## src/rtl/page_table_walker_core_defines.svh

```systemverilog
// ---------------------------------------------------------------------------
// Page table walker assertion macros
// Shared concurrent assertion forms for the walker RTL.
// ---------------------------------------------------------------------------
`ifndef PAGE_TABLE_WALKER_CORE_DEFINES_SVH
`define PAGE_TABLE_WALKER_CORE_DEFINES_SVH

// same-cycle implication, disabled during reset
`define PTW_ASSERT_NOW(label, clk, rst_n, ante, cons, msg) \
	label: assert property (@(posedge clk) disable iff (!rst_n) (ante) |-> (cons)) \
		else $error(msg);

// next-cycle implication, disabled during reset
`define PTW_ASSERT_NEXT(label, clk, rst_n, ante, cons, msg) \
	label: assert property (@(posedge clk) disable iff (!rst_n) (ante) |=> (cons)) \
		else $error(msg);

`endif

```

## src/rtl/ptw_pkg.sv

```systemverilog
// ---------------------------------------------------------------------------
// ptw_pkg
// Types, codes and constants shared by the page table walker modules.
// ---------------------------------------------------------------------------
`default_nettype none

package ptw_pkg;

	localparam int VA_W   = 48;
	localparam int PA_W   = 63;
	localparam int PTE_W  = 64;
	localparam int KIND_W = 2;
	localparam int PM_W   = 2;
	localparam int LVL_W  = 3;
	localparam int SH_W   = 6;

	localparam int APB_ADDR_W = 3;
	localparam int APB_DATA_W = 32;

	// register index (paddr word index)
	localparam logic [0:0] REG_PAGING_MODE = 1'b0;

	// paging modes
	localparam logic [PM_W-1:0] PM_TWO_LEVEL = 2'd0;
	localparam logic [PM_W-1:0] PM_PAE       = 2'd1;
	localparam logic [PM_W-1:0] PM_LONG      = 2'd2;

	// input word kinds
	localparam logic MODE_REQUEST = 1'b0;
	localparam logic MODE_ENTRY   = 1'b1;

	// result kinds
	localparam logic [KIND_W-1:0] KIND_READ  = 2'd0;
	localparam logic [KIND_W-1:0] KIND_DONE  = 2'd1;
	localparam logic [KIND_W-1:0] KIND_FAULT = 2'd2;

	// PTE bits
	localparam int PTE_PRESENT = 0;
	localparam int PTE_HUGE    = 7;

	// top-level index masks and their low bit positions
	localparam logic [VA_W-1:0] MASK_TOP_LONG = 48'h0000_ff80_0000_0000;
	localparam logic [VA_W-1:0] MASK_TOP_PAE  = 48'h0000_007f_c000_0000;
	localparam logic [VA_W-1:0] MASK_TOP_TWO  = 48'h0000_0000_ffc0_0000;
	localparam logic [SH_W-1:0] SHIFT_TOP_LONG = 6'd39;
	localparam logic [SH_W-1:0] SHIFT_TOP_PAE  = 6'd30;
	localparam logic [SH_W-1:0] SHIFT_TOP_TWO  = 6'd22;

	localparam logic [PA_W-1:0] BASE_MASK_PAE   = 63'h0000_0000_ffff_ffe0;
	localparam logic [PA_W-1:0] BASE_MASK_OTHER = 63'h7fff_ffff_ffff_f000;

	typedef struct packed {
		logic              mode;
		logic [VA_W-1:0]   virt_addr;
		logic [PA_W-1:0]   directory_base;
		logic [PTE_W-1:0]  entry_data;
	} ptw_req_t;

	typedef struct packed {
		logic [KIND_W-1:0] result_kind;
		logic [PA_W-1:0]   address;
		logic              entry_is_wide;
	} ptw_rsp_t;

	// walk context; shift is the low bit position of mask (0 once it is gone)
	typedef struct packed {
		logic              active;
		logic [LVL_W-1:0]  level;
		logic [VA_W-1:0]   mask;
		logic [SH_W-1:0]   shift;
		logic [VA_W-1:0]   vaddr;
	} ptw_walk_t;

endpackage

`default_nettype wire

```

## src/rtl/ptw_apb.sv

```systemverilog
// ---------------------------------------------------------------------------
// ptw_apb
// APB register slave holding the paging mode.
// ---------------------------------------------------------------------------
`default_nettype none

module ptw_apb (
	input  logic                             clk,
	input  logic                             arst_n,
	input  logic                             psel,
	input  logic                             penable,
	input  logic                             pwrite,
	input  logic [ptw_pkg::APB_ADDR_W-1:0]   paddr,
	input  logic [ptw_pkg::APB_DATA_W-1:0]   pwdata,
	output logic [ptw_pkg::APB_DATA_W-1:0]   prdata,
	output logic                             pready,
	output logic [ptw_pkg::PM_W-1:0]         paging_mode
);
	import ptw_pkg::*;

	logic [0:0]      reg_idx;
	logic            wr_en;
	logic [PM_W-1:0] paging_mode_q;

	assign pready  = 1'b1;
	assign reg_idx = paddr[APB_ADDR_W-1:2];
	assign wr_en   = psel && penable && pwrite && pready;

	always_ff @(posedge clk or negedge arst_n) begin
		if (!arst_n) begin
			paging_mode_q <= PM_TWO_LEVEL;
		end else if (wr_en && reg_idx == REG_PAGING_MODE) begin
			paging_mode_q <= pwdata[PM_W-1:0];
		end
	end

	assign paging_mode = paging_mode_q;
	assign prdata = (reg_idx == REG_PAGING_MODE) ?
		{{(APB_DATA_W-PM_W){1'b0}}, paging_mode_q} : '0;

endmodule

`default_nettype wire

```

## src/rtl/ptw_step.sv

```systemverilog
// ---------------------------------------------------------------------------
// ptw_step
// One walk step: start a walk or consume a returned entry.
// ---------------------------------------------------------------------------
`default_nettype none

module ptw_step (
	input  ptw_pkg::ptw_walk_t        walk,
	input  ptw_pkg::ptw_req_t         word,
	input  logic [ptw_pkg::PM_W-1:0]  paging_mode,
	output ptw_pkg::ptw_walk_t        walk_next,
	output logic                      has_result,
	output ptw_pkg::ptw_rsp_t         result
);
	import ptw_pkg::*;

	logic             is_long, is_pae, is_two, is_req;

	logic [VA_W-1:0]  new_vaddr, new_mask;
	logic [SH_W-1:0]  new_shift;
	logic [LVL_W-1:0] new_level;
	logic [PA_W-1:0]  new_base;

	logic [PTE_W-1:0] pte;
	logic [PA_W-1:0]  frame;
	logic [VA_W-1:0]  below;
	logic             huge;
	logic [VA_W-1:0]  step_mask;
	logic [SH_W-1:0]  step_amt, step_shift;
	logic [LVL_W-1:0] step_level;
	logic             last;

	logic [VA_W-1:0]  rd_vaddr, rd_mask, idx;
	logic [SH_W-1:0]  rd_shift;
	logic [PA_W-1:0]  rd_base, idx_ext, rd_addr;

	assign is_long = paging_mode == PM_LONG;
	assign is_pae  = paging_mode == PM_PAE;
	assign is_two  = !is_long && !is_pae;
	assign is_req  = word.mode == MODE_REQUEST;

	// new walk context
	assign new_vaddr = is_long ? word.virt_addr :
		{{(VA_W-32){1'b0}}, word.virt_addr[31:0]};
	assign new_mask  = is_long ? MASK_TOP_LONG : (is_pae ? MASK_TOP_PAE : MASK_TOP_TWO);
	assign new_shift = is_long ? SHIFT_TOP_LONG : (is_pae ? SHIFT_TOP_PAE : SHIFT_TOP_TWO);
	assign new_level = is_long ? 3'd4 : (is_pae ? 3'd3 : 3'd2);
	assign new_base  = word.directory_base & (is_pae ? BASE_MASK_PAE : BASE_MASK_OTHER);

	// returned entry
	assign pte   = is_two ? {32'b0, word.entry_data[31:0]} : word.entry_data;
	assign frame = {{(PA_W-VA_W){1'b0}}, pte[47:12], 12'b0};
	assign below = (48'd1 << walk.shift) - 48'd1;
	assign huge  = pte[PTE_HUGE] &&
		(walk.level == 3'd2 || (walk.level == 3'd3 && is_long));

	assign step_amt   = is_two ? 6'd10 : 6'd9;
	assign step_mask  = walk.mask >> step_amt;
	// mask stays contiguous, so its low bit just slides down and clamps at zero
	assign step_shift = (walk.shift >= step_amt) ? walk.shift - step_amt : '0;
	assign step_level = walk.level - 3'd1;
	assign last       = step_level == 3'd0 || step_level > 3'd4;

	// one entry-address generator shared by both paths
	assign rd_vaddr = is_req ? new_vaddr : walk.vaddr;
	assign rd_mask  = is_req ? new_mask  : step_mask;
	assign rd_shift = is_req ? new_shift : step_shift;
	assign rd_base  = is_req ? new_base  : frame;
	assign idx      = (rd_vaddr & rd_mask) >> rd_shift;
	assign idx_ext  = {{(PA_W-VA_W){1'b0}}, idx};
	assign rd_addr  = rd_base + (is_two ? (idx_ext << 2) : (idx_ext << 3));

	always_comb begin
		walk_next  = walk;
		has_result = 1'b0;
		result     = '0;
		if (is_req) begin
			walk_next.active     = 1'b1;
			walk_next.level      = new_level;
			walk_next.mask       = new_mask;
			walk_next.shift      = new_shift;
			walk_next.vaddr      = new_vaddr;
			has_result           = 1'b1;
			result.result_kind   = KIND_READ;
			result.address       = rd_addr;
			result.entry_is_wide = !is_two;
		end else if (walk.active) begin
			has_result = 1'b1;
			if (!pte[PTE_PRESENT]) begin
				walk_next.active   = 1'b0;
				result.result_kind = KIND_FAULT;
				result.address     = {{(PA_W-VA_W){1'b0}}, walk.vaddr};
			end else if (huge) begin
				walk_next.active   = 1'b0;
				result.result_kind = KIND_DONE;
				result.address     = (frame & ~{{(PA_W-VA_W){1'b0}}, below}) |
					{{(PA_W-VA_W){1'b0}}, walk.vaddr & below};
			end else begin
				walk_next.mask  = step_mask;
				walk_next.shift = step_shift;
				walk_next.level = step_level;
				if (last) begin
					walk_next.active   = 1'b0;
					walk_next.level    = '0;
					result.result_kind = KIND_DONE;
					result.address     = frame | {{(PA_W-12){1'b0}}, walk.vaddr[11:0]};
				end else begin
					result.result_kind   = KIND_READ;
					result.address       = rd_addr;
					result.entry_is_wide = !is_two;
				end
			end
		end
	end

endmodule

`default_nettype wire

```

## src/rtl/page_table_walker_core.sv

```systemverilog
// ---------------------------------------------------------------------------
// page_table_walker_core
// x86 page table walker: two-level, PAE and long mode, one step per word.
// ---------------------------------------------------------------------------
// Usage:
//   req channel (req_valid/req_ready/req_word): a word is either a translate
//   request (mode 0: virtual address + directory base) or a page table entry
//   returned from memory (mode 1). rsp channel (rsp_valid/rsp_ready/rsp_word)
//   carries entry read requests, the final physical address, or a fault.
//   The caller reads the entry named by each read request and feeds it back.
//   An entry word with no walk in progress is dropped and gives no response.
//   A request mid-walk abandons the old walk.
// Timing:
//   rsp_valid rises once a word has passed the input stage and the single step
//   unit has written the response register. Throughput is one word per cycle
//   while rsp is not stalled; the walk context updates in the same cycle as
//   the step, so the next word sees it.
// Stalls: with rsp_valid high and rsp_ready low the response register holds,
//   the input stage holds its word, and req_ready falls once that stage is full.
// Reset: arst_n clears the walk (idle), both valid flags and paging_mode
//   (two-level). No clearing pass is needed.
// Config: paging_mode at APB byte address 0; users must write it only while idle (unenforced).
// ---------------------------------------------------------------------------
`default_nettype none
`include "page_table_walker_core_defines.svh"

module page_table_walker_core (
	input  logic                             clk,
	input  logic                             arst_n,
	input  logic                             req_valid,
	output logic                             req_ready,
	input  ptw_pkg::ptw_req_t                req_word,
	output logic                             rsp_valid,
	input  logic                             rsp_ready,
	output ptw_pkg::ptw_rsp_t                rsp_word,
	input  logic                             psel,
	input  logic                             penable,
	input  logic                             pwrite,
	input  logic [ptw_pkg::APB_ADDR_W-1:0]   paddr,
	input  logic [ptw_pkg::APB_DATA_W-1:0]   pwdata,
	output logic [ptw_pkg::APB_DATA_W-1:0]   prdata,
	output logic                             pready
);
	import ptw_pkg::*;

	logic            req_valid_s1;
	ptw_req_t        req_s1;
	ptw_walk_t       walk_q, walk_next;
	logic            rsp_valid_q;
	ptw_rsp_t        rsp_word_q;
	logic [PM_W-1:0] paging_mode;
	logic            has_result;
	ptw_rsp_t        step_rsp;
	logic            advance;   // response register free (or draining)
	logic            fire;      // stage 1 word is processed this cycle

	ptw_apb u_apb (
		.clk         (clk),
		.arst_n      (arst_n),
		.psel        (psel),
		.penable     (penable),
		.pwrite      (pwrite),
		.paddr       (paddr),
		.pwdata      (pwdata),
		.prdata      (prdata),
		.pready      (pready),
		.paging_mode (paging_mode)
	);

	ptw_step u_step (
		.walk        (walk_q),
		.word        (req_s1),
		.paging_mode (paging_mode),
		.walk_next   (walk_next),
		.has_result  (has_result),
		.result      (step_rsp)
	);

	assign advance   = !rsp_valid_q || rsp_ready;
	assign fire      = req_valid_s1 && advance;
	assign req_ready = !req_valid_s1 || advance;

	// input stage
	always_ff @(posedge clk or negedge arst_n) begin
		if (!arst_n) begin
			req_valid_s1 <= 1'b0;
		end else if (req_ready) begin
			req_valid_s1 <= req_valid;
		end
	end

	always_ff @(posedge clk) begin
		if (req_valid && req_ready) begin
			req_s1 <= req_word;
		end
	end

	// walk context follows every processed word
	always_ff @(posedge clk or negedge arst_n) begin
		if (!arst_n) begin
			walk_q <= '0;
		end else if (fire) begin
			walk_q <= walk_next;
		end
	end

	// response register
	always_ff @(posedge clk or negedge arst_n) begin
		if (!arst_n) begin
			rsp_valid_q <= 1'b0;
		end else if (advance) begin
			rsp_valid_q <= req_valid_s1 && has_result;
		end
	end

	always_ff @(posedge clk) begin
		if (fire && has_result) begin
			rsp_word_q <= step_rsp;
		end
	end

	assign rsp_valid = rsp_valid_q;
	assign rsp_word  = rsp_word_q;

	`PTW_ASSERT_NEXT(a_stage_holds, clk, arst_n,
		req_valid_s1 && rsp_valid_q && !rsp_ready, req_valid_s1, "stage 1 word lost in stall")
	`PTW_ASSERT_NEXT(a_idle_entry_silent, clk, arst_n,
		fire && req_s1.mode == MODE_ENTRY && !walk_q.active, !rsp_valid_q,
		"entry with no walk produced a response")
	`PTW_ASSERT_NEXT(a_read_keeps_walk, clk, arst_n,
		fire && has_result && step_rsp.result_kind == KIND_READ, walk_q.active,
		"read request issued without active walk")
	`PTW_ASSERT_NEXT(a_end_stops_walk, clk, arst_n,
		fire && has_result && step_rsp.result_kind != KIND_READ, !walk_q.active,
		"walk still active after done or fault")
	`PTW_ASSERT_NOW(a_wide_only_on_read, clk, arst_n,
		rsp_valid_q && rsp_word_q.result_kind != KIND_READ, !rsp_word_q.entry_is_wide,
		"wide flag set on a final response")

endmodule

`default_nettype wire
```

## config.mk

```make
export PLATFORM = sky130hd
export DESIGN_NAME = page_table_walker_core
export DESIGN_NICKNAME = d
export VERILOG_FILES = /design/src/rtl/ptw_pkg.sv /design/src/rtl/ptw_apb.sv /design/src/rtl/ptw_step.sv /design/src/rtl/page_table_walker_core.sv
export VERILOG_INCLUDE_DIRS = /design/src /design/src/rtl
export SDC_FILE = /design/constraint.sdc
export NUM_CORES = 1
export LEC_CHECK = 0
export BUFFER_PORTS_ARGS = -buffer_cell sky130_fd_sc_hd__buf_2
export CORE_ASPECT_RATIO = 1.5
export CORE_MARGIN = 4
export CORE_UTILIZATION = 40
export DETAILED_ROUTE_END_ITERATION = 6
export GPL_ROUTABILITY_DRIVEN = 0
export GPL_TIMING_DRIVEN = 1
export PLACE_DENSITY_LB_ADDON = 0.08
export SETUP_SLACK_MARGIN = 0.1
export SLEW_MARGIN = 30
export SYNTH_ARGS = -nofsm -noshare
export SYNTH_HDL_FRONTEND = slang
export SYNTH_SLANG_ARGS = --single-unit
```

## constraint.sdc

```tcl
create_clock -name clk -period 7 [get_ports clk]
set_input_delay 1.05 -clock clk [delete_from_list [all_inputs] [get_ports clk]]
set_output_delay 1.05 -clock clk [all_outputs]
set_load 0.1 [all_outputs]
```

==> out/qor.yml <==
synth_cell_types: 95
ir_drop_mv: 0.280
drtIter0Drc: 1592
first_pass_iters: 6
maxCapViolCount: 0
synth-edff-count: 211
report.final.slew_viol_count: 0
required_ns: 7.30
worst_slew_pin_slew_ns: 1.02
std_cell_rows: 101
power_leakage_nw: 10.2
synthArstFlopShare: 0.294
cp-start-kind: "flop"
synth.area.top_cells: "edfxtp_1, dfrtp_1, mux2i_1"
powerDensity_mw_per_mm2: 510
place_area_sq_mm: 0.0229
synth_warnings: 0
critPathMaxFanout: 9
grt_max_degree: 65
groute.usage.overall: 0.267
reg2reg_from: "u_apb.paging_mode[1]$_DFFE_PN0P_"
fin_crit_ns: 6.71
core_region_area_sq_mm: 0.0508
grt_pass1_wl_mm: 114
finalHoldViolCount: 0
path_clk_slew_ns: 0.06
die_w_um: 193
path_delay_family: "compound AO/OA/AOI/OAI gates"
post-route-period-util: 0.959
fmax_ghz: 0.149
dp_slack_ns: -0.129
clkSinkCount: 299
relSlewSlack: 0.311
htreeDepth: 2
detailed_place_hpwl_mm: 58.9
fillCellCount: 4922
wl_per_cell_um: 24.6
synth_area_sq_mm: 0.0206
ant_nets: 0
die_h_um: 286
cpPeakStageDelay_ns: 0.58
cts_root_buf: "clkbuf_16"
cts-buffers-inserted: 34
rr_worst_depth: 26
diodes: 0
crit_buf_inv: 7
arrival_ns: 7.01
synth_seq_area_share: 0.415
critical_path.slowest_cell: "mux4_2"
crit_start: "u_apb.paging_mode[1]$_DFFE_PN0P_"
syn_avg_cell_area_sq_um: 9.31
r2r-end: "rsp_word[40]$_DFFE_PP_"
viasPerCell: 5.98
initial_utilization: 0.405
dieArea_sq_mm: 0.0552
rsz0062_at_grt: "no"
multi_input_area_sq_mm: 0.0114
setup_slack_ns: 0.288
first_global_vias: 18600
critical_path.most_common_cell: "buf_4"
hold_path_class: "input port to asynchronous set/reset pin"
grt-ovfl-total: 0
cts_tree: "yes"
syn2layout_area_growth_pct: 18.3
fin_area_sq_mm: 0.0244
io_buffers: 224
vias: 18900
setup.worst_path.end: "rsp_word[40]$_DFFE_PP_"
detail_route.wirelength_mm: 77.5
seqCellArea_sq_mm: 0.00854
drc_errors: 0
clk_latency_ns: 0.56
setup_viol: 0
ys_top_cells_by_count: "nand2_1, edfxtp_1, o21ai_0"
ys_seq_elements: 299
synthCells: 2210
clockBufferDepth: 3
num_io_pins: 319
yosysTopAreaCell: "edfxtp_1"
path_depth: 26
skew_ns: 0.0246
yosysTopAreaCellShare: 0.308
layout-drive-gt1-share: 0.234
rrSetupSlack_ns: 0.29
end_kind: "flop"
synthFlopType: "edfxtp_1"
antenna_found_initial: 1
path_class: "flop to flop"
final_nets: 2735
synth_most_common_cell: "nand2_1"
outcome: "finished, final reports clean"
-- registers in the layout, summed over array words and instances, names as in the netlist --
signal	flops
req_valid_s1	1
rsp_valid	1
rsp_word	66
walk_q	84
u_apb.paging_mode	2
req_s1	145
-- what timing repair did --
action	in CTS	in global routing
gates resized for setup	9	53
setup endpoints to repair	20	36
buffers inserted	0	10
pin swaps	3	16
hold buffers	0	0
gates cloned	0	0
-- worst register-to-register path, stage by stage, from the launching register on --
cell and delay [ns]:
dfrtp_1 0.42, ha_4 0.31, inv_2 0.06, buf_4 0.16
ha_1 0.31, nand4b_1 0.16, and2_4 0.24, o311ai_4 0.42
buf_4 0.18, buf_4 0.16, mux4_2 0.59, mux2i_2 0.22
buf_4 0.15, a21oi_1 0.11, mux2i_2 0.28, ha_2 0.38
o21a_1 0.20, o21bai_1 0.15, a21oi_1 0.09, buf_4 0.16
o31ai_1 0.31, buf_4 0.21, a2111oi_4 0.05, o41ai_2 0.44
xor2_1 0.34, o32ai_1 0.15, a22o_1 0.22
-- power by group --
part | switching [mW] | internal, mW
clock network | 0.772 | 1.09
registers | 0.362 | 2.35
logic | 5.21 | 2.64
-- per-layer routing --
layer	share of wire	global-route usage	wire length, um
met2	0.51	0.483	39500
met1	0.36	0.299	28200
met3	0.057	0.0355	4420
met5	0	0	0
met4	0.069	0.155	5380
-- stage by stage --
step / util / hold WS [ns] / power [mW] / setup TNS (ns) / cells
after floorplan: - / 0.415 / 7.86 / 0 / 2248
after global placement: 0.450 / 0.423 / 10.1 / -0.0287 / 3082
after detailed placement: 0.450 / 0.424 / 10.2 / -0.448 / 3082
after CTS: 0.473 / 0.428 / 12.1 / 0 / 3144
after global routing: 0.479 / 0.449 / 13.0 / 0 / 3154
final: 0.479 / 0.437 / 12.4 / 0 / 3154
-- worst min-delay path by stage --
| stage | from | depth (start not counted) | end | slack [ns] |
|---|---|---|---|---|
| 2_1_floorplan | req_s1[127]$_DFFE_PP_ | 2 | walk_q[0]$_DFFE_PN0P_ | 0.41 |
| 3_3_place_gp | req_s1[135]$_DFFE_PP_ | 2 | walk_q[8]$_DFFE_PN0P_ | 0.42 |
| 3_5_place_dp | req_s1[128]$_DFFE_PP_ | 2 | walk_q[1]$_DFFE_PN0P_ | 0.42 |
| 4_1_cts | arst_n | 1 | walk_q[23]$_DFFE_PN0P_ | 0.43 |
| 5_1_grt | arst_n | 1 | walk_q[5]$_DFFE_PN0P_ | 0.45 |
| 6_report | arst_n | 1 | walk_q[5]$_DFFE_PN0P_ | 0.44 |
-- cell families after synthesis --
family / synth area share
xor gates and xnor gates: 0.0170
muxes: 0.103
and+or+nand+nor: 0.162
buffers and inverters: 0.0515
AOI/OAI and AO/OA: 0.216
DFF: 0.415
other: 0.000365
adders and majority gates: 0.0360
-- area by class of cell --
class / count / share of cell area
Clock inverter: 26 / 0.0120
Multi-Input combinational cell: 1722 / 0.469
Tap cell: 669 / 0.0344
Timing Repair Buffer: 370 / 0.0944
Sequential cell: 299 / 0.351
Clock buffer: 36 / 0.0352
Inverter: 32 / 0.00493
-- cells in the final DEF (no fill, tap or decap), drive strengths merged, types with 35 or more instances in the layout --
| master | netlist | routed |
|---|---|---|
| a21oi | 149 | 149 |
| ha | 56 | 56 |
| nand2 | 307 | 307 |
| conb | 2 | 40 |
| nor2 | 149 | 149 |
| clkbuf | 119 | 36 |
| a21o | 35 | 35 |
| o21ai | 198 | 198 |
| buf | 76 | 370 |
| dfrtp | 88 | 88 |
| mux2 | 64 | 64 |
| mux2i | 131 | 131 |
| nand3 | 66 | 66 |
| edfxtp | 211 | 211 |
Power figures use the tool's default switching activity.
